`src/sv/jacobian_2x2_stability_check_defines.svh`:
```
// Shared assertion macros for the Jacobian stability check.
// Both macros sample on i_clk and are disabled while i_rst_n is low.
`ifndef JACOBIAN_2X2_STABILITY_CHECK_DEFINES_SVH
`define JACOBIAN_2X2_STABILITY_CHECK_DEFINES_SVH

// Same-cycle implication.
`define JAC_CHK_IMP(lbl, ante, cons, msg) \
    lbl: assert property (@(posedge i_clk) disable iff (!i_rst_n) (ante) |-> (cons)) \
        else $error(msg);

// Next-cycle implication.
`define JAC_CHK_NXT(lbl, ante, cons, msg) \
    lbl: assert property (@(posedge i_clk) disable iff (!i_rst_n) (ante) |=> (cons)) \
        else $error(msg);

`endif

```
`src/sv/jac_pkg.sv`:
```
`timescale 1ns / 1ps

package jac_pkg;

    localparam int IN_W       = 24;
    localparam int HALF_W     = 12 * 2;
    localparam int TEMP_W     = 16;
    localparam int REG_W      = 16;
    localparam int OUT_W      = 49;
    localparam int DET_W      = 48;
    localparam int CFG_IDX_W  = 1;
    localparam int FIFO_DEPTH = 2;

    // Register indexes on the configuration port.
    localparam logic [CFG_IDX_W-1:0] CFG_COLD_LIMIT = 1'b0;
    localparam logic [CFG_IDX_W-1:0] CFG_BOUND_TOL  = 1'b1;

    localparam logic [REG_W-1:0] COLD_LIMIT_RST = 16'd1280;
    localparam logic [REG_W-1:0] BOUND_TOL_RST  = 16'd0;

    // Stability status codes.
    localparam logic [1:0] ST_CONTRACT = 2'd0;
    localparam logic [1:0] ST_BOUNDARY = 2'd1;
    localparam logic [1:0] ST_LOST     = 2'd2;

    // Scores in Q0.16.
    localparam logic [15:0] ECO_CONTRACT_COLD = 16'd21627;
    localparam logic [15:0] ECO_CONTRACT_WARM = 16'd27525;
    localparam logic [15:0] ECO_LOST_COLD     = 16'd5407;
    localparam logic [15:0] ECO_LOST_WARM     = 16'd6881;
    localparam logic [15:0] HARM_LOW          = 16'd16384;
    localparam logic [15:0] HARM_HIGH         = 16'd52429;

    localparam logic [DET_W-1:0] DET_MAX = '1;

    typedef struct packed {
        logic is_real;
        logic kf_cold;
    } t_cls;

endpackage

```
`src/sv/jac_fifo.sv`:
```
`timescale 1ns / 1ps
`include "jacobian_2x2_stability_check_defines.svh"

module jac_fifo import jac_pkg::*; #(
    parameter int WIDTH = 8,
    parameter int DEPTH = 2
) (
    input  logic             i_clk,
    input  logic             i_rst_n,
    input  logic             i_push,
    input  logic [WIDTH-1:0] i_data,
    output logic             o_vld,
    output logic [WIDTH-1:0] o_data,
    output logic             o_full
);

    localparam int PTR_W = (DEPTH > 1) ? $clog2(DEPTH) : 1;
    localparam int CNT_W = $clog2(DEPTH + 1);

    logic [WIDTH-1:0] r_mem [0:DEPTH-1];
    logic [PTR_W-1:0] r_wp, r_rp, n_wp, n_rp;
    logic [CNT_W-1:0] r_cnt, n_cnt;
    logic             w_full, w_empty, w_pop;

    assign w_full  = r_cnt == CNT_W'(DEPTH);
    assign w_empty = r_cnt == '0;
    // The back end never stalls, so a waiting word always leaves.
    assign w_pop   = !w_empty;

    always_comb begin
        n_wp  = r_wp;
        n_rp  = r_rp;
        n_cnt = r_cnt;
        if (i_push) begin
            n_wp = (r_wp == PTR_W'(DEPTH - 1)) ? '0 : r_wp + 1'b1;
        end
        if (w_pop) begin
            n_rp = (r_rp == PTR_W'(DEPTH - 1)) ? '0 : r_rp + 1'b1;
        end
        if (i_push && !w_pop) begin
            n_cnt = r_cnt + 1'b1;
        end else if (!i_push && w_pop) begin
            n_cnt = r_cnt - 1'b1;
        end
    end

    always_ff @(posedge i_clk) begin
        if (!i_rst_n) begin
            r_wp  <= '0;
            r_rp  <= '0;
            r_cnt <= '0;
        end else begin
            r_wp  <= n_wp;
            r_rp  <= n_rp;
            r_cnt <= n_cnt;
        end
    end

    always_ff @(posedge i_clk) begin
        if (i_push) begin
            r_mem[r_wp] <= i_data;
        end
    end

    assign o_vld  = !w_empty;
    assign o_data = r_mem[r_rp];
    assign o_full = w_full;

    `JAC_CHK_IMP(a_fifo_no_overrun, i_push, !w_full, "queue written while full")
    `JAC_CHK_NXT(a_fifo_keeps_word, i_push && w_empty, !w_empty, "queue lost a word")

endmodule

```
`config.mk`:
```
export PLATFORM = sky130hd
export DESIGN_NAME = jac_fifo
export DESIGN_NICKNAME = d
export VERILOG_FILES = /design/src/sv/jac_pkg.sv /design/src/sv/jac_fifo.sv
export VERILOG_INCLUDE_DIRS = /design/src /design/src/sv
export SDC_FILE = /design/constraint.sdc
export NUM_CORES = 1
export LEC_CHECK = 0
export BUFFER_PORTS_ARGS = -buffer_cell sky130_fd_sc_hd__clkbuf_2
export CAP_MARGIN = 25
export CORE_AREA = 2 2 46 48
export CTS_BUF_LIST = sky130_fd_sc_hd__clkbuf_4 sky130_fd_sc_hd__clkbuf_8 sky130_fd_sc_hd__clkbuf_16
export CTS_CLUSTER_SIZE = 8
export DETAILED_ROUTE_END_ITERATION = 12
export DIE_AREA = 0 0 48 50
export PLACE_DENSITY = 0.78
export SLEW_MARGIN = 20
export SYNTH_ARGS = -nofsm -noshare
export SYNTH_HDL_FRONTEND = slang
export SYNTH_SLANG_ARGS = --single-unit
```
`constraint.sdc`:
```
create_clock -name i_clk -period 1.3 [get_ports i_clk]
set_clock_uncertainty 0.15 [all_clocks]
set_input_delay 0.26 -clock i_clk [delete_from_list [all_inputs] [get_ports i_clk]]
set_output_delay 0.26 -clock i_clk [all_outputs]
set_load 0.02 [all_outputs]
```
==> results of run 1 <==
-- worst paths after layout --
path / startpoint / endpoint / slack [ns] / cells after the start
setup / recovery: register / o_data[7] / -0.33 / 3
hold / removal: i_rst_n / r_wp / 0.06 / 2
setup reg to reg: r_cnt[0] / r_cnt[1] / -0.17 / 5
hold reg to reg: r_rp / register / 0.43 / 2
-- cell families (layout without fill, tap and decap cells) --
logic type      count (synthesis)  after routing  synth area share
simple gates                    9              9            0.0709
compound gates                  3              3            0.0252
xor+xnor                        3              3            0.0331
flops                          21             21             0.731
fa+ha+maj                       1              1            0.0157
mux                             8              8             0.113
buf+inv                         2             45            0.0110
-- worst max-delay path, cell delays in order (launching register included) --
cell and delay, ns:
dfxtp_2 0.36, buf_6 0.12, mux2_4 0.31, buf_8 0.13
-- cell usage after synthesis (all sizes together) --
| library cell | n | area share |
|---|---|---|
| nor2 | 1 | 0.0047 |
| inv | 1 | 0.0047 |
| buf | 1 | 0.0063 |
| a21boi | 1 | 0.0095 |
| or3 | 1 | 0.0079 |
| mux2 | 8 | 0.11 |
| o21a | 1 | 0.0095 |
| ha | 1 | 0.016 |
| dfxtp | 5 | 0.13 |
| xnor2 | 2 | 0.022 |
| and2 | 4 | 0.031 |
| edfxtp | 16 | 0.60 |
| nor2b | 2 | 0.016 |
| o21ai | 1 | 0.0063 |
| and2b | 1 | 0.011 |
| xor2 | 1 | 0.011 |
-- flip-flops by register name (all words and copies together), names as in the netlist, named ones only --
signal / cells
r_cnt: 2
r_mem: 16
r_rp: 1
r_wp: 1
-- metrics by stage --
stage | instances | hold WS (ns)
floorplan | 47 | 0.209
global placement | 102 | 0.301
detailed placement | 102 | 0.303
CTS | 116 | 0.00863
global route | 117 | 0.0677
finish | 117 | 0.0594
-- power breakdown --
part / internal (uW) / switching (uW)
combinational: 854 / 517
sequential: 832 / 60.5
clock: 115 / 183
-- metal layers --
layer / vias up / part of all wire / track usage
met2: 18 / 0.54 / 0.240
met3: 2 / 0.048 / 0.0440
li1: 255 / - / -
met1: 261 / 0.40 / 0.156
met4: 0 / 0.011 / 0.0541
met5: - / 0 / 0
-- cell type report --
| class | count | area, sq um |
|---|---|---|
| flip-flops and latches | 21 | 587 |
| well taps | 27 | 33.8 |
| repair buffers | 40 | 389 |
| clock inverters | 1 | 5.00 |
| fillers | 131 | 606 |
| clock buffers | 3 | 22.5 |
| multi-input cells | 24 | 255 |
| inverters | 1 | 3.75 |
-- repair_timing --
action	CTS	global route
gates resized for setup	33	10
gates cloned	0	0
buffers inserted	3	0
setup endpoints to repair	11	12
pin swaps	1	0
endpoints found under the hold margin	14	1
hold buffers	7	1
==> impl_metrics.yaml, run 1 <==
outcome:
  status: "complete, but fails checks"
  violations: "setup timing"
place:
  port-buffer-count: 20
  place_ws_ns: -0.0726
  dp_hpwl_um: 931
  placed_area_sq_um: 1020
  place_congestion: 0.633
sta:
  rsz0062_at_grt: "true"
  min_period_ns: 1.63
  fin_crit_sh: 1.25
  max_freq_mhz: 615
  finalHoldViolCount: 0
  slew_violations: 0
  finalSetupViolCount: 11
  setup_ws_ns: -0.327
  worstMarginPinSlew_ns: 0.208
  setup_tns_ns: -3.12
  slew_headroom: 0.861
power_and_ir_drop:
  finalPower_uw: 2560
  powerDensity_nw_per_um2: 1980
  p_leak_uw: 0.000539
  peakVddDrop_mv: 1.57
clock_tree:
  root_buffer: "clkbuf_4"
  clkLatencyLatePin_ns: 0.30
  clockBufferDepth: 2
  cts_made_buffers: 3
  cts_sinks: 21
  cts_tree: "built"
  htree_levels: 1
  cts.clk_slew.worst_paths_ns: 0.11
synth:
  ys_warn_count: 0
  syn_avg_cell_area_sq_um: 16.9
  synth_seq_area_share: 0.731
  synthCells: 47
  synthesis.area_sq_um: 795
  ys_types: 16
  synth_fp_nets: 59
  ys_ff_latch: 21
global_route:
  first_global_vias: 573
  antenna_found_initial: 0
  grt_first_pass_wirelength_mm: 2.35
  grt-ovfl-total: 0
  grt_max_degree: 13
  track_usage: 0.141
routing:
  drc: 0
  drt-total-wl_mm: 1.37
  first_pass_iters: 2
  via_per_inst: 4.58
  dr.first_iter.drc_count: 11
  avgRoutedWirePerCell_um: 11.7
  vias: 536
  ant_nets: 0
worst_setup_path:
  endpoint_kind: "output port"
  critPathKind: "register to output port"
  cp_max_fo: 4
  cp.arrival_ns: 1.22
  start_kind: "register"
  cp.required_ns: 0.89
cells_and_area:
  num-nets-final: 103
  antenna_cells: 0
  area_growth_pct: 63.1
  drive_gt1_frac: 0.567
  final_core_util: 0.682
  final_cell_mix: "edfxtp_1 (16), clkbuf_2 (10), buf_8 (10)"
  final_cell_area_sq_um: 1300
  final_common_cell: "edfxtp_1"
flow_run:
  drv_cap: 0
floorplan:
  core_area_sq_um: 1900
  die-width_um: 48
  die_height_um: 50
  rows: 16
  start_util: 0.418
  die_area_sq_um: 2400
  io_pins: 21
worst_hold_path:
  hold_path_class: "input pin to register"
Note: power is estimated with default switching activity, not from simulation.
==> inputs of run 2 (changes only) <==
--- a/config.mk
+++ b/config.mk
@@ -13,7 +13,9 @@
 export CTS_CLUSTER_SIZE = 8
 export DETAILED_ROUTE_END_ITERATION = 12
 export DIE_AREA = 0 0 48 50
+export GPL_TIMING_DRIVEN = 0
 export PLACE_DENSITY = 0.78
+export SETUP_SLACK_MARGIN = 0.2
 export SLEW_MARGIN = 20
 export SYNTH_ARGS = -nofsm -noshare
 export SYNTH_HDL_FRONTEND = slang
==> impl_metrics.yaml, run 2 (same netlist as run 1, synthesis figures left out) <==
routing:
  topRoutingLayerUsed: "met4"
  wirelength_met1_um: 515
  avgRoutedWirePerCell_um: 12.6
  first_pass_iters: 5
  ant_nets: 0
  drt-total-wl_mm: 1.37
  vias: 497
  via_per_inst: 4.56
  drc: 0
  dr.first_iter.drc_count: 5
  met2WireLength_um: 748
  wl_met3_um: 69
cells_and_area:
  area_growth_pct: 53.1
  final_cell_mix: "edfxtp_1 (16), buf_6 (11), clkbuf_2 (10)"
  final_common_cell: "edfxtp_1"
  num-nets-final: 95
  largest_register: "r_mem"
  reg_top3: "r_mem: 16 flops, r_cnt: 2 flops"
  fin_cells: 109
  final_core_util: 0.639
  largest_register_ffs: 16
  drive_gt1_frac: 0.573
  antenna_cells: 0
worst_hold_path:
  hold_end: "r_wp"
  hold_path_class: "input pin to register"
  hold_start: "i_rst_n"
  hold_depth: 2
power_and_ir_drop:
  p_int_uw: 1650
  powerDensity_nw_per_um2: 1940
  p_leak_uw: 0.000497
  sw_frac_of_total: 0.304
  peakVddDrop_mv: 1.66
  comb_power_share: 0.479
  p_switching_uw: 717
  finalPower_uw: 2360
  pwr-share-seq: 0.384
  pwr-share-clk: 0.137
floorplan:
  io_pins: 21
  rows: 16
  die-width_um: 48
  core_area_sq_um: 1900
  start_util: 0.418
  die_area_sq_um: 2400
  die_height_um: 50
worst_setup_path:
  cp_slowest_cell: "dfxtp_2"
  cp_max_fo: 8
  cp.buffers_inverters: 2
  critPathKind: "register to output port"
  path_cells: "buf_8 -> mux2_4 -> buf_6"
  cp.required_ns: 0.89
  r2r_end: "r_cnt[1]"
  r2r_setup_slack_ns: -0.16
  worst_path_largest_cell_delay_ns: 0.35
  worstRegToRegCells: 4
  cp.arrival_ns: 1.22
  crit_family: "flip-flops"
  endpoint_kind: "output port"
  start_kind: "register"
  r2r_start: "r_cnt[1]"
clock_tree:
  cts_made_buffers: 3
  cts_sinks: 21
  cts_tree: "built"
  clockBufferDepth: 2
  htree_levels: 1
  cts.clk_slew.worst_paths_ns: 0.11
  root_buffer: "clkbuf_4"
  clkLatencyLatePin_ns: 0.29
sta:
  slew_headroom: 0.859
  rsz0062_at_grt: "true"
  finalSetupViolCount: 11
  min_period_ns: 1.63
  fin_crit_sh: 1.25
  setup_ws_ns: -0.329
  slew_violations: 0
  timing.hold.ws_ns: 0.0447
  finalHoldViolCount: 0
  worstMarginPinSlew_ns: 0.211
  max_freq_mhz: 614
flow_run:
  drv_cap: 0
outcome:
  status: "complete, but fails checks"
  violations: "setup timing"
place:
  port-buffer-count: 20
  place_congestion: 0.685
  dpl.cell_count: 94
global_route:
  grt_first_pass_wirelength_mm: 1.95
  grt_max_degree: 12
  first_global_vias: 475
  track_usage: 0.122
  antenna_found_initial: 0
  grt-ovfl-total: 0
run 2: how the worst max path moves through the flow:
stage	to	slack [ns]	cells after the start
2_1_floorplan	r_cnt[1]	-0.07	4
6_report	o_data[3]	-0.33	3
5_1_grt	o_data[1]	-0.39	3
4_1_cts	o_data[3]	-0.36	3
3_5_place_dp	r_cnt[1]	-0.14	4
3_3_place_gp	r_cnt[1]	-0.10	4
run 2: power groups by stage:
stage | combinational [uW] | sequential, uW | clock, uW
detailed placement | 835 | 917 | 0
global placement | 811 | 912 | 0
CTS | 931 | 896 | 329
floorplan | 660 | 903 | 0
global route | 1220 | 918 | 362
finish | 1130 | 906 | 324
run 2: cell type report:
| cell class | count | area (sq um) |
|---|---|---|
| Fill cell | 142 | 686 |
| Timing Repair Buffer | 30 | 262 |
| Buffer | 1 | 15.0 |
| Tap cell | 27 | 33.8 |
| Clock buffer | 4 | 30.0 |
| Inverter | 1 | 3.75 |
| Multi-Input combinational cell | 25 | 282 |
| Sequential cell | 21 | 591 |
run 2: per-stage QoR:
stage | worst slack (ns) | TNS [ns] | instance area [sq um]
after floorplan | -0.0706 | -0.0706 | 860
after global placement | -0.105 | -0.420 | 993
after detailed placement | -0.143 | -0.715 | 993
after CTS | -0.360 | -3.25 | 1120
after global routing | -0.388 | -3.67 | 1220
final | -0.329 | -3.02 | 1220
run 2: repair_timing:
action | in CTS | in global routing
pin swaps | 1 | 1
setup endpoints to repair | 29 | 30
cloned | 0 | 1
hold endpoints to repair | 14 | 2
buffers inserted | 2 | 0
resized for setup | 4 | 35
hold buffers | 7 | 1
run 2: metal layers:
layer	vias to the layer above	track usage
met5	-	0
met1	234	0.120
met3	4	0.0366
li1	242	-
met4	0	0.0946
met2	17	0.198
run 2: worst reg2reg max path, stage by stage, from the launching register on:
cell and delay (ns):
dfxtp_4 0.38, nor2_4 0.17, ha_4 0.23, or3_1 0.35, a21boi_1 0.13
